[src/rtl/jbc_pkg.sv]
// Package for the Java branch and compare unit.
// Holds the action codes, compare constants and the result struct; no dependencies.
package jbc_pkg;
  typedef enum logic [4:0] {
    ACT_IFEQ = 5'd0, ACT_IFNE = 5'd1, ACT_IFLT = 5'd2, ACT_IFGE = 5'd3,
    ACT_IFGT = 5'd4, ACT_IFLE = 5'd5,
    ACT_ICMPEQ = 5'd6, ACT_ICMPNE = 5'd7, ACT_ICMPLT = 5'd8, ACT_ICMPGE = 5'd9,
    ACT_ICMPGT = 5'd10, ACT_ICMPLE = 5'd11,
    ACT_GOTO = 5'd12, ACT_GOTO_W = 5'd13, ACT_JSR = 5'd14, ACT_JSR_W = 5'd15,
    ACT_RET = 5'd16, ACT_LCMP = 5'd17, ACT_FCMPL = 5'd18, ACT_FCMPG = 5'd19,
    ACT_DCMPL = 5'd20, ACT_DCMPG = 5'd21
  } action_t;

  localparam logic [31:0] CMP_MINUS_ONE = 32'hFFFF_FFFF;
  localparam logic [63:0] DBL_INF = 64'h7FF0_0000_0000_0000;
  localparam logic [31:0] FLT_INF = 32'h7F80_0000;

  typedef struct packed {
    logic [15:0] next_pc;
    logic        branch_taken;
    logic        push_valid;
    logic [31:0] push_word;
    logic        target_fault;
  } result_t;
endpackage

[src/rtl/jbc_resolve.sv]
// Combinational resolution of one control or compare instruction.
// Depends on jbc_pkg for action codes and the result struct.
module jbc_resolve #(
  parameter int CODE_ADDR_WIDTH = 16
) (
  input  logic [4:0]         action,
  input  logic [15:0]        instr_pc,
  input  logic signed [31:0] branch_offset,
  input  logic [63:0]        operand_a,
  input  logic [63:0]        operand_b,
  input  logic [15:0]        return_local,
  output jbc_pkg::result_t   result
);
  localparam logic signed [34:0] LIMIT = 35'sd1 <<< CODE_ADDR_WIDTH;

  function automatic logic [1:0] ieee_cmp(input logic [63:0] a, input logic [63:0] b,
                                          input logic dbl);
    logic [63:0] ma, mb, ka, kb, sgn, inf;
    logic [1:0]  r;
    begin
      sgn = dbl ? 64'h8000_0000_0000_0000 : 64'h0000_0000_8000_0000;
      inf = dbl ? jbc_pkg::DBL_INF : {32'd0, jbc_pkg::FLT_INF};
      if (!dbl) begin
        a = {32'd0, a[31:0]};
        b = {32'd0, b[31:0]};
      end
      ma = a & ~sgn;
      mb = b & ~sgn;
      ka = ((a & sgn) != 0) ? ~a : (a | sgn);
      kb = ((b & sgn) != 0) ? ~b : (b | sgn);
      if (!dbl) begin
        ka = {32'd0, ka[31:0]};
        kb = {32'd0, kb[31:0]};
      end
      if (ma > inf || mb > inf) r = 2'd2;
      else if (ma == 0 && mb == 0) r = 2'd0;
      else if (ka > kb) r = 2'd1;
      else if (ka == kb) r = 2'd0;
      else r = 2'd3;
      ieee_cmp = r;
    end
  endfunction

  function automatic logic int_test(input logic [2:0] sel, input logic signed [31:0] a,
                                    input logic signed [31:0] b);
    case (sel)
      3'd0: int_test = (a == b);
      3'd1: int_test = (a != b);
      3'd2: int_test = (a < b);
      3'd3: int_test = (a >= b);
      3'd4: int_test = (a > b);
      default: int_test = (a <= b);
    endcase
  endfunction

  always_comb begin
    logic signed [34:0] pc, tgt, nxt, ret;
    logic taken, push, fault;
    logic [31:0] word;
    logic [1:0] r;
    pc = $signed({19'd0, instr_pc});
    tgt = pc + 35'(branch_offset);
    nxt = pc + 35'sd1;
    taken = 1'b0;
    push = 1'b0;
    word = 32'd0;
    ret = 35'sd0;
    r = 2'd0;
    case (action)
      jbc_pkg::ACT_IFEQ, jbc_pkg::ACT_IFNE, jbc_pkg::ACT_IFLT, jbc_pkg::ACT_IFGE,
      jbc_pkg::ACT_IFGT, jbc_pkg::ACT_IFLE: begin
        taken = int_test(action[2:0], operand_b[31:0], 32'sd0);
        nxt = taken ? tgt : pc + 35'sd3;
      end
      jbc_pkg::ACT_ICMPEQ, jbc_pkg::ACT_ICMPNE, jbc_pkg::ACT_ICMPLT, jbc_pkg::ACT_ICMPGE,
      jbc_pkg::ACT_ICMPGT, jbc_pkg::ACT_ICMPLE: begin
        taken = int_test(3'(action - 5'd6), operand_a[31:0], operand_b[31:0]);
        nxt = taken ? tgt : pc + 35'sd3;
      end
      jbc_pkg::ACT_GOTO, jbc_pkg::ACT_GOTO_W: begin
        taken = 1'b1;
        nxt = tgt;
      end
      jbc_pkg::ACT_JSR, jbc_pkg::ACT_JSR_W: begin
        ret = pc + ((action == jbc_pkg::ACT_JSR) ? 35'sd3 : 35'sd5);
        taken = 1'b1;
        push = 1'b1;
        word = ret[31:0];
        nxt = (ret >= LIMIT) ? -35'sd1 : tgt;
      end
      jbc_pkg::ACT_RET: begin
        taken = 1'b1;
        nxt = $signed({19'd0, return_local});
      end
      jbc_pkg::ACT_LCMP: begin
        push = 1'b1;
        if ($signed(operand_a) > $signed(operand_b)) word = 32'd1;
        else if (operand_a == operand_b) word = 32'd0;
        else word = jbc_pkg::CMP_MINUS_ONE;
      end
      jbc_pkg::ACT_FCMPL, jbc_pkg::ACT_FCMPG, jbc_pkg::ACT_DCMPL, jbc_pkg::ACT_DCMPG: begin
        r = ieee_cmp(operand_a, operand_b, action >= jbc_pkg::ACT_DCMPL);
        if (r == 2'd2)
          r = (action == jbc_pkg::ACT_FCMPG || action == jbc_pkg::ACT_DCMPG) ? 2'd1 : 2'd3;
        push = 1'b1;
        word = (r == 2'd1) ? 32'd1 : ((r == 2'd0) ? 32'd0 : jbc_pkg::CMP_MINUS_ONE);
      end
      default: ;
    endcase
    fault = (nxt < 0) || (nxt >= LIMIT) || (pc >= LIMIT);
    if (fault) begin
      nxt = pc;
      taken = 1'b0;
      push = 1'b0;
      word = 32'd0;
    end
    result.next_pc = nxt[15:0];
    result.branch_taken = taken;
    result.push_valid = push;
    result.push_word = word;
    result.target_fault = fault;
  end
endmodule

[src/rtl/jvm_branch_compare_unit.sv]
// Top level of the Java branch and compare unit: input register, resolver, result register.
// Depends on jbc_pkg and jbc_resolve.
//
// Each transfer in is registered, resolved by one pass of combinational logic and held in a
// result register; one item is taken every cycle unless the output stalls, the input
// register refilling whenever the result register is free or draining in the same cycle.
module jvm_branch_compare_unit #(
  parameter int CODE_ADDR_WIDTH = 16
) (
  input  logic               clk,
  input  logic               rst,
  input  logic               in_valid,
  output logic               in_ready,
  input  logic [4:0]         action,
  input  logic [15:0]        instr_pc,
  input  logic signed [31:0] branch_offset,
  input  logic [63:0]        operand_a,
  input  logic [63:0]        operand_b,
  input  logic [15:0]        return_local,
  input  logic               wide_index,
  output logic               out_valid,
  input  logic               out_ready,
  output logic [15:0]        next_pc,
  output logic               branch_taken,
  output logic               push_valid,
  output logic [31:0]        push_word,
  output logic               target_fault
);
  logic s1_valid;
  logic [4:0] s1_action;
  logic [15:0] s1_pc, s1_rloc;
  logic signed [31:0] s1_off;
  logic [63:0] s1_a, s1_b;
  logic s1_wide;
  jbc_pkg::result_t res, res_q;
  logic out_free, s1_ready;

  assign out_free = !out_valid || out_ready;
  assign s1_ready = !s1_valid || out_free;
  assign in_ready = s1_ready;

  always_ff @(posedge clk) begin
    if (rst) begin
      s1_valid <= 1'b0;
      out_valid <= 1'b0;
    end else begin
      if (s1_ready) s1_valid <= in_valid;
      if (out_free) out_valid <= s1_valid;
    end
    if (in_valid && s1_ready) begin
      s1_action <= action;
      s1_pc <= instr_pc;
      s1_off <= branch_offset;
      s1_a <= operand_a;
      s1_b <= operand_b;
      s1_rloc <= return_local;
      s1_wide <= wide_index;
    end
    if (out_free && s1_valid) res_q <= res;
  end

  jbc_resolve #(.CODE_ADDR_WIDTH(CODE_ADDR_WIDTH)) u_resolve (
    .action(s1_action), .instr_pc(s1_pc), .branch_offset(s1_off),
    .operand_a(s1_a), .operand_b(s1_b), .return_local(s1_rloc), .result(res)
  );

  assign next_pc = res_q.next_pc;
  assign branch_taken = res_q.branch_taken;
  assign push_valid = res_q.push_valid;
  assign push_word = res_q.push_word;
  assign target_fault = res_q.target_fault;

  a_fault_clean: assert property (@(posedge clk) disable iff (rst)
    out_valid && target_fault |-> !branch_taken && !push_valid && push_word == 32'd0)
    else $error("fault result carries a branch or push");
  a_stall_hold: assert property (@(posedge clk) disable iff (rst)
    out_valid && !out_ready |=> out_valid && $stable(res_q))
    else $error("stalled result changed");
  a_s1_hold: assert property (@(posedge clk) disable iff (rst)
    s1_valid && !s1_ready |=> s1_valid && $stable(s1_pc) && $stable(s1_wide))
    else $error("input register lost an item");
endmodule
[config.mk]
export PLATFORM = sky130hd
export DESIGN_NAME = jvm_branch_compare_unit
export DESIGN_NICKNAME = d
export VERILOG_FILES = /design/src/rtl/jbc_pkg.sv /design/src/rtl/jbc_resolve.sv /design/src/rtl/jvm_branch_compare_unit.sv
export SDC_FILE = /design/constraint.sdc
export NUM_CORES = 1
export LEC_CHECK = 0
export BUFFER_PORTS_ARGS = -buffer_cell sky130_fd_sc_hd__buf_2
export CORE_MARGIN = 10
export CORE_UTILIZATION = 55
export CTS_CLUSTER_DIAMETER = 80
export DETAILED_ROUTE_END_ITERATION = 12
export GPL_TIMING_DRIVEN = 0
export PLACE_DENSITY = 0.79
export SETUP_SLACK_MARGIN = 0.15
export SYNTH_ARGS = -nofsm -noshare
export SYNTH_HDL_FRONTEND = slang
export SYNTH_HIERARCHICAL = 1
export SYNTH_SLANG_ARGS = --single-unit
[constraint.sdc]
create_clock -name clk -period 7.9 [get_ports clk]
set_input_delay 0.395 -clock clk [delete_from_list [all_inputs] [get_ports clk]]
set_output_delay 0.395 -clock clk [all_outputs]
set_load 0.05 [all_outputs]
# Word-level counts from Yosys, hierarchy flattened
# Index checks and enable logic that the tools add are counted.
# totals
regBits	250
input_bits	202
elab_cells	142
# op_classes
addsub	5
magnitude_cmp	16
n_eq_ne	35
muxes	37
bitwise_logic	9
n_reduce_logical	27
# op_table
operator	count
$mux W64	11
$and A64 B64 Y64	4
$gt A64 B64 Y1	4
$not A64 Y64	3
$pmux W35 S5	1
$eq A64 B64 Y1	2
$logic_not A64 Y1	2
$mux W32	4
$or A64 B64 Y64	2
$reduce_bool A64 Y1	2
$mux W35	3
$pmux W32 S3	1
$ge A35 B18 Y1 const B	2
$mux W63	1
$eq A5 B4 Y1 const B	8
$add A17 B35 Y35	1
$lt A35 B1 Y1 const B	1
$add A17 B32 Y33	1
$eq A32 B32 Y1	1
$ge A32 B1 Y1 const B	1
$ge A32 B32 Y1	1
$gt A32 B1 Y1 const B	1
$gt A32 B32 Y1	1
$le A32 B1 Y1 const B	1
36 further kinds	70

# Logic depth before layout (Yosys ltp)
# Gate-level depths: netlist of the first run.
# depth
depth_word	21
mapped_depth	20
ltp_nobuf	15

# By module
# The synthesis of the first run kept the hierarchy.
# modules_own_cells
module	n_inst	cells_each	area_per_inst_um2	seq_area_each_um2
jbc_resolve	1	1261	8798.4	0.0
jvm_branch_compare_unit	1	258	7551.0	7487.2

# Worst setup path after synthesis of the first run
# No wires, ideal clock.
# synth_timing
path_kind	register to register
start	reg s1_action[4]
end	reg res_q (netlist bit push_word[18]), data pin
setup_ns	0.126
arrival_ns	4.793
t_required_ns	7.774
path_slack_ns	2.981
stages_incl_launch_ff	20
n_path_buf	5
synth_period_minus_slack_ns	4.919
cell_sequence	edfxtp_1 -> clkbuf_1 -> o21a_1 -> clkbuf_1 -> mux2i_1 -> clkbuf_1 -> xnor2_1 -> ha_1 -> a21o_1 -> a211o_1 -> o211ai_1 -> a21oi_1 -> o21ai_0 -> a21oi_1 -> o41a_1 -> o41a_1 -> a2111o_2 -> buf_6 -> inv_2 -> buf_4
# synth_between
elab_chain_len	21
# synth_lines
element	line_no	text
from (decl)	jvm_branch_compare_unit.sv:30	logic [4:0] s1_action;
from (signal assigned)	jvm_branch_compare_unit.sv:51	s1_action <= action;
parallel branches: the longest is 21 deep, another holds $gt A64 B64 Y1	--	
to (signal assigned)	jvm_branch_compare_unit.sv:59	if (out_free && s1_valid) res_q <= res;
to (decl)	jvm_branch_compare_unit.sv:35	jbc_pkg::result_t res, res_q;
# Parallel ways; which one is timed is not known. The select of a mux whose other input is x is not followed.
# A chain may end at the register's enable or synchronous reset.

# Final worst setup path of the first run
# layout_timing
start	reg s1_action[4]
end	reg res_q (netlist bit push_word[22]), data pin
# The elaborated chain is that of the path after synthesis.

==> results of run 1 <==
## layout by cell type, fill, tap and decap left out, types with 14 or more instances in the layout
cell type      instances
buf_2                257
edfxtp_1             248
ha_1                 164
xnor2_1              120
nor2_1               102
nand2_1               96
inv_1                 88
a21oi_1               79
dlygate4sd3_1         79
clkbuf_1              50
xor2_1                50
a21o_1                49
nand4_1               47
nor4_1                43
o21ai_0               41
nand3_1               36
nor3_1                31
clkbuf_16             27
o31ai_1               18
buf_4                 15
o21ai_1               14
## power by group
group / leakage (nW) / switching [mW] / internal (mW)
registers: 2.40 / 0.0703 / 1.56
clock network: 0.445 / 0.522 / 0.768
logic: 5.33 / 0.491 / 0.350
total: 8.18 / 1.08 / 2.67
## path summary, 6_finish.rpt
| check | startpoint | endpoint | depth (start not counted) |
|---|---|---|---|
| max reg2reg | s1_action[4] | push_word[22] | 19 |
| min | operand_a[33] | s1_a[33] | 1 |
| min reg2reg | s1_valid | out_valid | 2 |
| max | s1_action[4] | push_word[22] | 19 |
## area by class of cell
class | instances | share of cell area (%)
inverter | 93 | 1.758
tap | 390 | 2.457
clock inverter | 12 | 0.7686
clock buffer | 38 | 3.811
multi-input combinational | 1104 | 41.04
buffer | 72 | 1.821
sequential | 250 | 37.70
timing repair buffer | 334 | 10.63
antenna | 1 | 0.01260
## logic make-up (layout without fill, tap and decap cells)
kind of cell / Yosys count / in the layout / synth area share, %
muxes: 11 / 11 / 0.7194
xor gates and xnor gates: 170 / 170 / 9.107
AOI/OAI and AO/OA: 335 / 335 / 14.25
and+or+nand+nor: 422 / 422 / 12.99
DFF: 250 / 250 / 45.79
buffers and inverters: 165 / 549 / 4.347
adders and majority gates: 166 / 166 / 12.80
other: 0 / 1 / 0
## registers in the layout, indices dropped and copies added, names as in the netlist
name,cells
s1_a,64
s1_b,64
push_word,32
s1_off,32
next_pc,16
s1_pc,16
s1_rloc,16
s1_action,5
branch_taken,1
out_valid,1
push_valid,1
s1_valid,1
target_fault,1
## worst max-delay path, cell delays in order, from the launching register on
cell and delay, ns:
edfxtp_1 0.32, clkbuf_1 0.36, o21a_1 0.33, clkbuf_1 0.40, mux2i_1 0.54, clkbuf_1 0.59, xnor2_1 0.14, ha_1 0.34
a21o_1 0.17, a211o_1 0.29, o211ai_1 0.09, a21oi_1 0.09, o21ai_0 0.17, a21oi_1 0.13, o41a_1 0.44, o41a_1 0.34
a2111o_2 0.58, buf_6 0.19, inv_2 0.19, buf_4 0.15
## stage by stage
stage	utilization, %	instance area (um2)
after floorplan	-	16350
after global placement	61.41	18100
after detailed placement	61.59	18160
after CTS	67.36	19860
after global routing	67.36	19860
final	67.37	19860
## per-layer routing
| metal | GRT usage (%) | up-vias | share of wire (%) |
|---|---|---|---|
| met3 | 4.608 | 91 | 8.5 |
| met1 | 32.22 | 6375 | 42 |
| li1 | - | 6444 | - |
| met5 | 0 | - | 0.024 |
| met4 | 7.931 | 2 | 3.1 |
| met2 | 39.27 | 594 | 46 |
==> flow_metrics.env, run 1 <==
export IMPL_yosys_area_top_type="edfxtp_1"
export IMPL_wl_per_cell_um=20.13
export IMPL_regArea_um2=7487
export IMPL_hold_violations=0
export IMPL_ys_dominant_reg_cell="edfxtp_1"
export IMPL_synth_most_common_cell="edfxtp_1"
export IMPL_core_area_um2=29480
export IMPL_drc=0
export IMPL_path_max_fanout=15
export IMPL_dieArea_um2=37020
export IMPL_cts_buffers=27
export IMPL_power_density_nw_per_um2=189.2
export IMPL_post_dp_hpwl_um=34650
export IMPL_synth_common_cells="edfxtp_1 (248), ha_1 (164), xnor2_1 (120), nor2_1 (102), nand2_1 (96)"
export IMPL_synth_top_area_share_pct=45.55
export IMPL_syn_cell_area_um2=16350
export IMPL_area_delta_synth_final_pct=21.48
export IMPL_dp_cells=2164
export IMPL_r2r_setup_slack_ns=1.90
export IMPL_setup_violations=0
export IMPL_rsz0062_at_grt="no"
export IMPL_synth_warning_count=6
export IMPL_nets=2250
export IMPL_layout_drive_gt1_share_pct=18.76
export IMPL_fillCellCount=2276
export IMPL_synth_edff_count=248
export IMPL_power_total_mw=3.757
export IMPL_htree_levels=1
export IMPL_path_clk_slew_ns=0.06
export IMPL_clockRootBuffer="clkbuf_16"
export IMPL_slew_headroom_pct=15.01
export IMPL_io_buffer_count=253
export IMPL_final_min_clock_period_ns=6.004
export IMPL_async_flop_share_pct=0
export IMPL_holdBufCountCts=79
export IMPL_cts_tree="yes"
export IMPL_skew_ns=0.01431
export IMPL_gp_congestion=0.9519
export IMPL_tns_ns=0
export IMPL_multiInputGateArea_um2=8152
export IMPL_ant_nets=0
export IMPL_netlist_cell_type_count=82
export IMPL_die_h_um=192.4
export IMPL_rows=63
export IMPL_grt_usage_pct=24.27
export IMPL_syn_instance_count=1519
export IMPL_grt_overflow=0
export IMPL_cts_resized=0
export IMPL_worstPathArrival_ns=6.42
export IMPL_p_leak_nw=8.176
export IMPL_vias=13506
export IMPL_clock_sinks=250
export IMPL_crit_required_ns=8.32
export IMPL_grt_pass1_wl_um=71980
export IMPL_fmax_ghz=0.1665
export IMPL_synth_avg_cell_area_um2=10.76
export IMPL_syn_nets=1887
export IMPL_drtIter0Drc=1049
export IMPL_synthTopCellsByArea="edfxtp_1 (46%), ha_1 (13%), xnor2_1 (6.4%)"
export IMPL_crit_type="reg2reg"
export IMPL_grt_max_degree=77
export IMPL_post_cts_buffers=0
export IMPL_initial_utilization_pct=55.46
export IMPL_pre_cts_slack_ns=1.991
export IMPL_drv_cap=0
export IMPL_fin_ws_ns=1.896
export IMPL_hp_class="in2reg"
export IMPL_min_period_over_period_pct=76.00
export IMPL_final_cells=2294
export IMPL_ys_seq_elements=250
export IMPL_drt_total_wl_um=46190
export IMPL_status="complete, no violations"
export IMPL_fp_dieW_um=192.4
export IMPL_whs_ns=0.01497
export IMPL_worstSkewPairLatency_ns=0.55
export IMPL_cp_start_kind="flop"
export IMPL_via_per_inst=5.888
export IMPL_clockBufferDepth=3
export IMPL_grt_pass1_vias=13685
export IMPL_seq_area_frac_synth_pct=45.79
export IMPL_worst_slew_pin_slew_ns=1.275
export IMPL_cp_end_kind="flop"
export IMPL_dr_pass1_iters=7
export IMPL_slew_violations=0
export IMPL_ir_drop_mv=0.2699
export IMPL_ios=255
export IMPL_antenna_found_initial=2
(Power assumes the default switching activity.)
==> inputs of run 2 (changes only) <==
--- a/config.mk
+++ b/config.mk
@@ -5,9 +5,10 @@
 export SDC_FILE = /design/constraint.sdc
 export NUM_CORES = 1
 export LEC_CHECK = 0
+export ABC_AREA = 1
 export BUFFER_PORTS_ARGS = -buffer_cell sky130_fd_sc_hd__buf_2
 export CORE_MARGIN = 10
-export CORE_UTILIZATION = 55
+export CORE_UTILIZATION = 53
 export CTS_CLUSTER_DIAMETER = 80
 export DETAILED_ROUTE_END_ITERATION = 12
 export GPL_TIMING_DRIVEN = 0
==> constraint.sdc (replaced) <==
create_clock -name clk -period 5.3 [get_ports clk]
set_input_delay 0.265 -clock clk [delete_from_list [all_inputs] [get_ports clk]]
set_output_delay 0.265 -clock clk [all_outputs]
set_load 0.05 [all_outputs]
==> run 2 against run 1 <==
Effect of this change:
- utilization increased by 2.3 points
- cell count increased by 20%
- sequential power increased by 48%
- first-iteration DRC count increased by 29%
- critical endpoint is now push_word[29]
- largest cell class unchanged
==> flow_metrics.env, run 2 <==
export IMPL_drv_cap=0
export IMPL_die_h_um=197.3
export IMPL_crit_type="reg2reg"
export IMPL_critPathLaunch="s1_action[2]"
export IMPL_worstPathArrival_ns=5.04
export IMPL_grt_pass1_vias=15373
export IMPL_cp_endpoint="push_word[29]"
export IMPL_grt_max_degree=51
export IMPL_dp_cells=2501
export IMPL_synth_warning_count=6
export IMPL_final_cells=2755
export IMPL_area_delta_synth_final_pct=28.87
export IMPL_reg2reg_depth=26
export IMPL_drt_total_wl_um=52140
export IMPL_antenna_found_initial=4
export IMPL_slew_headroom_pct=38.05
export IMPL_nets=2704
export IMPL_syn_nets=2215
export IMPL_drc=0
export IMPL_ys_dominant_reg_cell="edfxtp_1"
export IMPL_seq_area_frac_synth_pct=44.93
export IMPL_ant_nets=0
export IMPL_reg2reg_from="s1_action[2]"
export IMPL_async_flop_share_pct=0
export IMPL_ir_drop_mv=0.2876
export IMPL_grt_pass1_wl_um=81800
export IMPL_power_total_mw=5.619
export IMPL_drtIter0Drc=1349
export IMPL_synth_edff_count=248
export IMPL_final_cell_mix="nand2_1 (307), buf_2 (259), edfxtp_1 (248)"
export IMPL_p_comb_share_pct=24.8
export IMPL_power_density_nw_per_um2=261.7
export IMPL_clockBufferDepth=3
export IMPL_synth_most_common_cell="nand2_1"
export IMPL_fp_dieW_um=197.3
export IMPL_reg_top3="s1_a: 64 flops, s1_b: 64 flops"
export IMPL_fin_ws_ns=0.5609
export IMPL_p_leak_nw=9.524
export IMPL_fmax_ghz=0.2110
export IMPL_syn_cell_area_um2=16660
export IMPL_synth_top_area_share_pct=44.69
export IMPL_core_area_um2=30830
export IMPL_synthTopCellsByArea="edfxtp_1 (45%), ha_1 (12%), nand2_1 (6.9%)"
export IMPL_initial_utilization_pct=54.05
export IMPL_cts_buffers=28
export IMPL_rows=64
export IMPL_vias=15399
export IMPL_cp_end_kind="flop"
export IMPL_reg2reg_to="push_word[29]"
export IMPL_hold_violations=0
export IMPL_fin_area_um2=21470
export IMPL_post_dp_cell_area_um2=18540
export IMPL_gp_congestion=0.9452
export IMPL_cts_tree="yes"
export IMPL_post_dp_hpwl_um=37370
export IMPL_worst_slew_pin_slew_ns=0.9272
export IMPL_r2r_setup_slack_ns=0.56
export IMPL_clockRootBuffer="clkbuf_16"
export IMPL_synth_avg_cell_area_um2=9.022
export IMPL_final_min_clock_period_ns=4.739
export IMPL_synth_common_cells="nand2_1 (308), edfxtp_1 (248), inv_1 (222), nor2_1 (166), ha_1 (164)"
export IMPL_grt_overflow=0
export IMPL_path_max_fanout=15
export IMPL_p_sw_share_pct=30.41
export IMPL_ys_seq_elements=250
export IMPL_setup_violations=0
export IMPL_hp_class="in2reg"
export IMPL_p_switching_mw=1.709
export IMPL_layout_drive_gt1_share_pct=15.12
export IMPL_syn_instance_count=1847
export IMPL_via_per_inst=5.589
export IMPL_dr_pass1_iters=6
export IMPL_skew_ns=0.02715
export IMPL_status="complete, no violations"
export IMPL_grt_usage_pct=26.24
export IMPL_min_period_over_period_pct=89.42
export IMPL_min_delay_start="operand_b[34]"
export IMPL_pre_cts_slack_ns=-0.5560
export IMPL_layout_commonest_cell="nand2_1"
export IMPL_slew_violations=0
export IMPL_crit_required_ns=5.60
export IMPL_internal_power_mw=3.910
export IMPL_htree_levels=1
export IMPL_netlist_cell_type_count=50
export IMPL_pwr_share_clk_pct=32.3
export IMPL_wl_per_cell_um=18.93
export IMPL_worstSkewPairLatency_ns=0.56
export IMPL_dieArea_um2=38930
export IMPL_yosys_area_top_type="edfxtp_1"
export IMPL_cp_start_kind="flop"
export IMPL_io_buffer_count=253
export IMPL_rsz0062_at_grt="no"
export IMPL_path_clk_slew_ns=0.06
export IMPL_ios=255
export IMPL_clock_sinks=250
export IMPL_power_frac_seq_pct=42.9
## run 2: cell count changes after synthesis, moves of 14 or more
cell | before | now
xnor2_1 | 120 | 45
clkbuf_1 | 43 | 24
nor2_1 | 102 | 166
xor2_1 | 50 | 78
nor4_1 | 43 | 29
o21ai_0 | 41 | 119
o31ai_1 | 18 | 2
inv_1 | 88 | 222
a21o_1 | 49 | 1
a21oi_1 | 79 | 135
nand2_1 | 96 | 308
nand3_1 | 36 | 100
## run 2: worst max-delay path, stage by stage (launching register included)
cell	delay (ns)
edfxtp_1	0.34
buf_2	0.21
nor2_1	0.13
nor2_2	0.25
clkinv_2	0.21
nor2_1	0.28
inv_2	0.16
o21ai_2	0.18
buf_2	0.41
xnor2_1	0.11
ha_1	0.33
nand2_1	0.09
o21a_1	0.21
o221ai_1	0.24
nand2_1	0.08
nand4_1	0.08
nand2_1	0.06
nand2_1	0.09
nand2_1	0.09
nand4_1	0.11
o21ai_0	0.09
nand2_1	0.08
nand2_2	0.12
nor2_2	0.19
nor2_4	0.06
buf_12	0.14
buf_4	0.13
## run 2: repair_timing
| item | 4_1_cts | 5_1_grt |
|---|---|---|
| hold buffers | 200 | 0 |
| setup buffers | 0 | 1 |
| pin swaps | 0 | 1 |
| endpoints found under the setup margin | 32 | 32 |
| hold endpoints to repair | 199 | 0 |
| resized for setup | 11 | 14 |
## run 2: worst min-delay path by stage
stage | to | slack, ns | cells past startpoint
global route | s1_pc[12] | 0.41 | 2
global placement | s1_valid | 0.44 | 2
CTS | s1_off[9] | 0.38 | 2
detailed placement | s1_b[55] | 0.44 | 1
floorplan | s1_valid | 0.33 | 1
finish | s1_b[34] | 0.42 | 2
## run 2: layout make-up
cell class                      instances  area, um2
Fill cell                            2343       9355
Multi-Input combinational cell       1313       8071
Sequential cell                       250       7487
Timing Repair Buffer                  459       3388
Inverter                              230      868.3
Clock buffer                           38      759.5
Tap cell                              396      495.5
Buffer                                 54      320.3
Clock inverter                         11      73.82
Antenna cell                            4      10.01
## run 2: power by group through the flow
stage                     clock, mW  combinational, mW  sequential [mW]
after floorplan                   0              0.786             2.50
after global placement            0               1.16             2.46
after detailed placement          0               1.22             2.45
after CTS                      1.83               1.35             2.41
after global routing           1.93               1.54             2.42
final                          1.81               1.39             2.41
## run 2: metal layers
| layer | up-vias | share of wire [%] | GRT usage (%) |
|---|---|---|---|
| met5 | - | 0 | 0 |
| met4 | 0 | 2.6 | 7.633 |
| met3 | 93 | 8.5 | 4.634 |
| met2 | 715 | 46 | 42.34 |
| met1 | 7193 | 43 | 35.47 |
| li1 | 7398 | - | - |
## run 2: cell families (layout without fill, tap and decap cells)
kind of cell,Yosys count,in the layout,synth area share [%]
and+or+nand+nor,719,719,19.16
adders and majority gates,166,166,12.55
other,0,4,0
buffers and inverters,284,792,6.968
DFF,250,250,44.93
xor gates and xnor gates,123,123,6.465
AOI/OAI and AO/OA,305,305,9.919
## run 2: stage by stage
step	utilization (%)	hold slack [ns]	TNS [ns]
after floorplan	-	0.3274	0
after global placement	59.78	0.4382	-8.203
after detailed placement	60.14	0.4431	-9.533
after CTS	69.45	0.3810	0
after global routing	69.66	0.4063	0
final	69.66	0.4152	0
==> inputs of run 3 (changes only) <==
--- a/config.mk
+++ b/config.mk
@@ -7,8 +7,8 @@
 export LEC_CHECK = 0
 export ABC_AREA = 1
 export BUFFER_PORTS_ARGS = -buffer_cell sky130_fd_sc_hd__buf_2
-export CORE_MARGIN = 10
-export CORE_UTILIZATION = 53
+export CORE_MARGIN = 2
+export CORE_UTILIZATION = 55
 export CTS_CLUSTER_DIAMETER = 80
 export DETAILED_ROUTE_END_ITERATION = 12
 export GPL_TIMING_DRIVEN = 0
==> constraint.sdc (replaced) <==
create_clock -name clk -period 5.1 [get_ports clk]
set_input_delay 0.255 -clock clk [delete_from_list [all_inputs] [get_ports clk]]
set_output_delay 0.255 -clock clk [all_outputs]
set_load 0.05 [all_outputs]
==> run 3 against run 2 <==
Effect of this change:
- utilization grew 2.7 points
- fmax is 0.33% higher
- hold slack lost 0.021 ns
- via count decreased by 1.0%
- critical path type unchanged
- sequential share of layout area about the same
- global-route usage up 4.1 points
==> flow_metrics.env, run 3 (same netlist as run 2, synthesis figures left out) <==
export IMPL_status="complete, no violations"
export IMPL_nets=2704
export IMPL_clockRootBuffer="clkbuf_16"
export IMPL_reg2reg_to="push_word[19]"
export IMPL_drc=0
export IMPL_fp_dieW_um=178.1
export IMPL_io_buffer_count=253
export IMPL_regArea_um2=7487
export IMPL_wl_per_cell_um=17.71
export IMPL_critPathLaunch="s1_action[2]"
export IMPL_hp_class="in2reg"
export IMPL_drt_total_wl_um=48630
export IMPL_crit_path_max_incr_delay_ns=0.45
export IMPL_path_max_fanout=23
export IMPL_cts_buffers=27
export IMPL_whs_ns=0.3943
export IMPL_crit_required_ns=5.41
export IMPL_layout_drive_gt1_share_pct=15.32
export IMPL_crit_type="reg2reg"
export IMPL_worstPathArrival_ns=5.03
export IMPL_skew_ns=0.02352
export IMPL_grt_overflow=0
export IMPL_path_clk_slew_ns=0.06
export IMPL_final_min_clock_period_ns=4.724
export IMPL_antenna_found_initial=0
export IMPL_rsz0062_at_grt="no"
export IMPL_min_period_over_period_pct=92.62
export IMPL_via_per_inst=5.549
export IMPL_antenna_cells=0
export IMPL_fillCellCount=2173
export IMPL_ios=255
export IMPL_p_leak_nw=9.548
export IMPL_crit_family="simple AND/OR/NAND/NOR gates"
export IMPL_gp_congestion=0.9172
export IMPL_cp_start_kind="flop"
export IMPL_reg2reg_from="s1_action[2]"
export IMPL_slew_headroom_pct=39.77
export IMPL_r2r_setup_slack_ns=0.38
export IMPL_cp_num_cells=21
export IMPL_power_density_nw_per_um2=270.9
export IMPL_cts_tree="yes"
export IMPL_dr_pass1_iters=7
export IMPL_grt_pass1_vias=14831
export IMPL_layout_commonest_cell="nand2_1"
export IMPL_fmax_ghz=0.2117
export IMPL_dp_cells=2496
export IMPL_crit_slowest_cell="clkdlybuf4s15_2"
export IMPL_final_cells=2746
export IMPL_worstSkewPairLatency_ns=0.57
export IMPL_grt_max_degree=50
export IMPL_hold_violations=0
export IMPL_slew_violations=0
export IMPL_core_area_um2=29720
export IMPL_reg_top3="s1_a: 64 flops, s1_b: 64 flops"
export IMPL_final_cell_mix="nand2_1 (308), buf_2 (259), edfxtp_1 (248)"
export IMPL_initial_utilization_pct=56.07
export IMPL_clock_sinks=250
export IMPL_ir_drop_mv=0.4703
export IMPL_worst_slew_pin_slew_ns=0.9035
export IMPL_cp_endpoint="push_word[19]"
export IMPL_ant_nets=0
export IMPL_drv_cap=0
export IMPL_grt_usage_pct=30.32
export IMPL_crit_chain="buf_2 -> nor2_1 -> nor2_4 -> buf_2 -> clkdlybuf4s15_2 -> nand3_1 -> o21ai_0 -> ha_1 -> inv_1 -> nor4_1 -> inv_1 -> nor4_4 -> nand4_1 -> nand4_1 -> o21ai_0 -> nand2_1 -> nand2_1 -> nor2_2 -> nor2_4 -> buf_12 -> buf_4"
export IMPL_reg2reg_depth=21
export IMPL_dieArea_um2=31710
export IMPL_min_delay_start="branch_offset[26]"
export IMPL_vias=15238
export IMPL_clockBufferDepth=3
export IMPL_rows=63
export IMPL_multiInputGateArea_um2=8074
export IMPL_post_dp_hpwl_um=34140
export IMPL_die_h_um=178.1
export IMPL_grt_pass1_wl_um=75530
export IMPL_path_buf_inv=7
export IMPL_setup_violations=0
export IMPL_cp_end_kind="flop"
export IMPL_drtIter0Drc=1357
export IMPL_htree_levels=1
export IMPL_area_delta_synth_final_pct=29.02
[run 3: worst min path at each step]
| stage | end | depth (start not counted) |
|---|---|---|
| finish | s1_off[26] | 2 |
| global route | s1_a[41] | 2 |
| CTS | s1_off[18] | 2 |
| detailed placement | s1_b[17] | 1 |
| global placement | s1_valid | 2 |
| floorplan | s1_valid | 1 |
[run 3: cell type report]
type                       count  share of cell area, %
sequential                   250                  34.83
clock buffer                  31                  3.212
inverter                     230                  4.039
clock inverter                18                 0.7158
multi-input combinational   1313                  37.55
buffer                        54                  1.496
timing repair buffer         460                  15.89
tap                          390                  2.270
[run 3: what timing repair did]
action,4_1_cts,5_1_grt
gates resized for setup,11,15
pin swaps,0,1
hold buffers,200,0
setup endpoints to repair,32,32
buffers inserted,0,1
endpoints found under the hold margin,199,0
[run 3: power breakdown]
part / internal [mW] / leakage [nW] / switching [mW] / total [mW]
registers: 2.41 / 2.45 / 0.0964 / 2.50
clock network: 1.07 / 0.409 / 0.812 / 1.89
logic: 0.574 / 6.69 / 0.860 / 1.43
total: 4.06 / 9.55 / 1.77 / 5.82
[run 3: metrics by stage]
| step | setup TNS (ns) | setup WS, ns | power, mW | instance area, um2 | util (%) |
|---|---|---|---|---|---|
| after detailed placement | -11.27 | -0.6216 | 3.798 | 18560 | 62.46 |
| after global routing | 0 | 0.1135 | 6.098 | 21500 | 72.35 |
| final | 0 | 0.3763 | 5.825 | 21500 | 72.35 |
| after global placement | -10.60 | -0.5669 | 3.752 | 18420 | 61.99 |
| after CTS | 0 | 0.1675 | 5.793 | 21440 | 72.15 |
| after floorplan | 0 | 0.5030 | 3.413 | 16670 | - |
[run 3: per-layer routing]
metal	global-route usage [%]	wire length (um)
met2	51.05	22540
met3	4.646	3848
met5	0	0
met1	41.43	21320
met4	6.728	930
